### config.mk
export PLATFORM = sky130hd
export DESIGN_NAME = mi3_fifo
export DESIGN_NICKNAME = d
export VERILOG_FILES = /design/src/hw/rtl/mi3_pkg.sv /design/src/hw/rtl/mi3_fifo.sv
export SDC_FILE = /design/constraint.sdc
export NUM_CORES = 1
export LEC_CHECK = 0
export BUFFER_PORTS_ARGS = -buffer_cell sky130_fd_sc_hd__buf_2
export CORE_AREA = 3 3 274 276
export CTS_CLUSTER_DIAMETER = 50
export DETAILED_ROUTE_END_ITERATION = 7
export DIE_AREA = 0 0 277 279
export PLACE_DENSITY_LB_ADDON = 0.15
export SYNTH_ARGS = -nofsm -noshare
export SYNTH_HDL_FRONTEND = slang
export SYNTH_SLANG_ARGS = --single-unit
### constraint.sdc
create_clock -name i_clk -period 22.4 [get_ports i_clk]
set_clock_uncertainty 0.15 [all_clocks]
set_input_delay 4.48 -clock i_clk [delete_from_list [all_inputs] [get_ports i_clk]]
set_output_delay 4.48 -clock i_clk [all_outputs]
set_load 0.01 [all_outputs]
### src/hw/rtl/mi3_pkg.sv
// ----------------------------------------------------------------------------
// mi3_pkg
// Shared types and constants of the 3x3 matrix inverse block.
// ----------------------------------------------------------------------------
package mi3_pkg;

    localparam int unsigned IN_W      = 16;
    localparam int unsigned OUT_W     = 32;
    localparam int unsigned NUM_ELEM  = 9;
    localparam int unsigned PROD_W    = 2 * IN_W;       // element product
    localparam int unsigned COF_W     = PROD_W + 1;     // cofactor
    localparam int unsigned DET_W     = 50;             // determinant, signed
    localparam int unsigned DEF_IN_FRAC_BITS  = 8;
    localparam int unsigned DEF_OUT_FRAC_BITS = 16;

    // Cofactor n = m[a] * m[b] - m[c] * m[d], elements indexed row * 3 + col.
    localparam int unsigned COF_IDX [0:8][0:3] = '{
        '{4, 8, 5, 7}, '{2, 7, 1, 8}, '{1, 5, 2, 4},
        '{5, 6, 3, 8}, '{0, 8, 2, 6}, '{2, 3, 0, 5},
        '{3, 7, 4, 6}, '{1, 6, 0, 7}, '{0, 4, 1, 3}
    };

    typedef struct packed {
        logic [NUM_ELEM-1:0][COF_W-1:0] cof;
        logic [DET_W-1:0]               det;
    } t_job;

    typedef enum logic [1:0] {
        BK_IDLE,
        BK_RUN,
        BK_DONE
    } t_back_state;

endpackage

### src/hw/rtl/mi3_fifo.sv
// ----------------------------------------------------------------------------
// mi3_fifo
// Two-entry queue of jobs between the front pipeline and the divider back end.
// ----------------------------------------------------------------------------
module mi3_fifo (
    input  logic          i_clk,
    input  logic          i_rst_n,
    input  logic          i_push,
    input  mi3_pkg::t_job i_job,
    output logic          o_full,
    input  logic          i_pop,
    output logic          o_empty,
    output mi3_pkg::t_job o_job
);

    mi3_pkg::t_job r_mem [0:1];
    logic          r_wr, r_rd;
    logic [1:0]    r_cnt;

    assign o_full  = (r_cnt == 2'd2);
    assign o_empty = (r_cnt == 2'd0);
    assign o_job   = r_mem[r_rd];

    always_ff @(posedge i_clk) begin
        if (i_push) begin
            r_mem[r_wr] <= i_job;
        end
    end

    always_ff @(posedge i_clk) begin
        if (!i_rst_n) begin
            r_wr  <= 1'b0;
            r_rd  <= 1'b0;
            r_cnt <= 2'd0;
        end else begin
            if (i_push) begin
                r_wr <= !r_wr;
            end
            if (i_pop) begin
                r_rd <= !r_rd;
            end
            r_cnt <= r_cnt + {1'b0, i_push} - {1'b0, i_pop};
        end
    end

endmodule

==> qor.yml <==
run_status: "completed"
synth.net_count: 1454
initial_utilization_pct: 37.0
numPortBuffers: 699
fill_cells: 6283
synth_compound_area_share_pct: 0.0279
sort_of_element_at_the_start_of_the_critical_path: "register"
synth_fa_ha_area_share_pct: 0.0929
register_area_share_after_synthesis_pct: 77.7
floorplan.core_area_mm2: 0.0728
hold_class: "reg2reg"
cts_max_level: 3
cts_hold_buf: 0
cts.repair_timing.setup_buffer_count: 0
die-width_um: 277
timing.max_cap.violations: 0
die-area_mm2: 0.0773
globalRouteTotalUtil_pct: 15.8
critPathRequiredTime_ns: 17.77
fin_tns_setup_ns: 0
crit_path_max_fanout: 57
die_h_um: 279
cts-root-buf: "sky130_fd_sc_hd__clkbuf_16"
antenna_found_initial: 28
finish.instance_area_mm2: 0.0341
layout_commonest_cell: "sky130_fd_sc_hd__buf_2"
synth_cell_types: 15
cts_made_buffers: 85
power_density_mw_per_mm2: 96.8
path_common_cell: "sky130_fd_sc_hd__buf_4"
dpl.cell_count: 2734
global_route.overflow_total: 0
drive_above_1_share_pct: 61.7
cts.sinks: 699
leakage_uw: 0.0134
ordered_list_of_cells_on_the_worst_path: "buf_4 > buf_4 > buf_4 > mux2_2 > buf_2"
placed_area_mm2: 0.0310
drt_pass1_iterations: 4
final.period_utilization_pct: 43.0
post-place-ws_ns: 13.35
setup-violations-final: 0
gpl.final_weighted_congestion: 0.781
post_synthesis_share_of_cell_area_spent_on_xor_and_xnor_gates_pct: 0.116
worst_setup_hold_path_clk_slew_ns: 0.06
vias_per_cell: 4.50
synthesis.yosys.warnings: 0
setup.worst_path.class: "reg2out"
layout_common_cells: "699 x sky130_fd_sc_hd__buf_2, 694 x sky130_fd_sc_hd__edfxtp_1, 330 x sky130_fd_sc_hd__mux2_4"
synthesis.area_per_instance_um2: 24.5
first_global_vias: 13882
drt_first_iter_violations: 782
tritoncts: "built"
synth.area.mux_share_pct: 19.1
worst-endpoint-arrival_ns: 5.00
finalHoldViolCount: 0
largest_net_degree_at_the_start_of_global_routing: 150
worst_slew_pin_slew_ns: 1.07
setup.reg_to_reg.worst_slack_ns: 18.25
post-dp-hpwl_um: 44500
final_max_slew_viol_count: 0
max_freq_mhz: 104
post-route-worst-setup-slack_ns: 12.77
ir_drop_uv: 64.1
cp_slowest_cell: "sky130_fd_sc_hd__dfxtp_4"
ioPinCount: 700
grt_setup_unrepaired: "false"
drc: 0
syn2layout_area_growth_pct: 26.4
max-clock-path-buffers: 3
final_antenna_net_count: 0
routed_wire_length_per_instance_um: 21.8
synth-seq-cells: 699
clk_latency_ns: 0.62
wirelength_um: 63500
fp-row-count: 99
cpPeakStageDelay_ns: 0.92
timing.final.crit_period_ns: 9.63
via_count: 13120
max-slew-margin-rel_pct: 28.5
mappedNetlistArea_mm2: 0.0269
postCtsResizedCells: 0
main_combinational_cell_family_by_area_after_synthesis: "multiplexers"
instances_no_fill: 2914
num-nets-final: 2215
endpoint_kind: "primary output"
grt_first_pass_wirelength_um: 91000
synth_simple_gate_area_share_pct: 0.200
syn-instance-count: 1101
[metal layers]
layer | GRT usage (%) | part of all wire [%] | up-vias
met4 | 7.04 | 3.3 | 16
met5 | 0 | 0.18 | -
met2 | 27.8 | 52 | 457
li1 | - | - | 5983
met3 | 6.22 | 8.3 | 125
met1 | 16.7 | 36 | 6539
[synth_stat cells]
library cell	count	area share (%)
sky130_fd_sc_hd__nor2b_1	4	0.093
sky130_fd_sc_hd__xor2_1	1	0.033
sky130_fd_sc_hd__and2_1	4	0.093
sky130_fd_sc_hd__nor2_1	1	0.014
sky130_fd_sc_hd__buf_12	33	2.5
sky130_fd_sc_hd__buf_6	5	0.21
sky130_fd_sc_hd__dfxtp_1	5	0.37
sky130_fd_sc_hd__ha_1	2	0.093
sky130_fd_sc_hd__xnor3_1	1	0.084
sky130_fd_sc_hd__inv_1	2	0.028
sky130_fd_sc_hd__buf_2	1	0.019
sky130_fd_sc_hd__edfxtp_1	694	77
sky130_fd_sc_hd__o21a_1	1	0.028
sky130_fd_sc_hd__mux2_2	17	0.71
sky130_fd_sc_hd__mux2_4	330	18
[state kept, by name (all words and copies together) (netlist names), named ones only]
signal and count:
r_wr 1, r_cnt 2, r_rd 1, r_mem 694
[worst max-delay path, delay by kind of cell (launching register included)]
kind | cells | cell delay, ns
flip-flops | 1 | 0.92
buffers and inverters | 4 | 2.82
multiplexers | 1 | 0.43
[stage by stage]
stage | util [%] | power (uW) | hold slack (ns)
global placement | 42.6 | 1910 | 0.419
finish | 46.8 | 3300 | 0.431
global route | 46.7 | 3430 | 0.456
CTS | 46.7 | 3350 | 0.435
floorplan | - | 1820 | 0.405
detailed placement | 42.6 | 1920 | 0.419
[power breakdown]
group          switching (uW)  total [uW]  leakage, uW  internal, uW
Sequential               20.6        1540      0.00656          1520
Combinational             173         346      0.00543           173
Clock                     540        1410      0.00141           875
[path summary, 6_finish.rpt]
path                            startpoint             to  cells after the start
worst min-delay path                  r_rd       register                      2
worst max-delay path              register      o_job[12]                      5
worst max register to register        r_wr  r_mem[0][135]                      4
worst min register to register        r_rd       register                      2
[cells by family after synthesis]
logic type,count (synthesis)
muxes,347
adders and majority gates,2
buffers and inverters,41
and+or+nand+nor,9
AOI/OAI and AO/OA,1
DFF,699
xor gates and xnor gates,2
[area by class of cell]
cell class | count | area, um2 | area share (%)
inverter | 2 | 7.51 | 0.0220
sequential | 699 | 20900 | 61.5
clock buffer | 98 | 2200 | 6.45
clock inverter | 61 | 761 | 2.23
timing repair buffer | 713 | 3620 | 10.6
multi-input combinational | 361 | 5270 | 15.5
tap | 959 | 1200 | 3.52
antenna | 21 | 52.6 | 0.154
(Power assumes the default switching activity.)
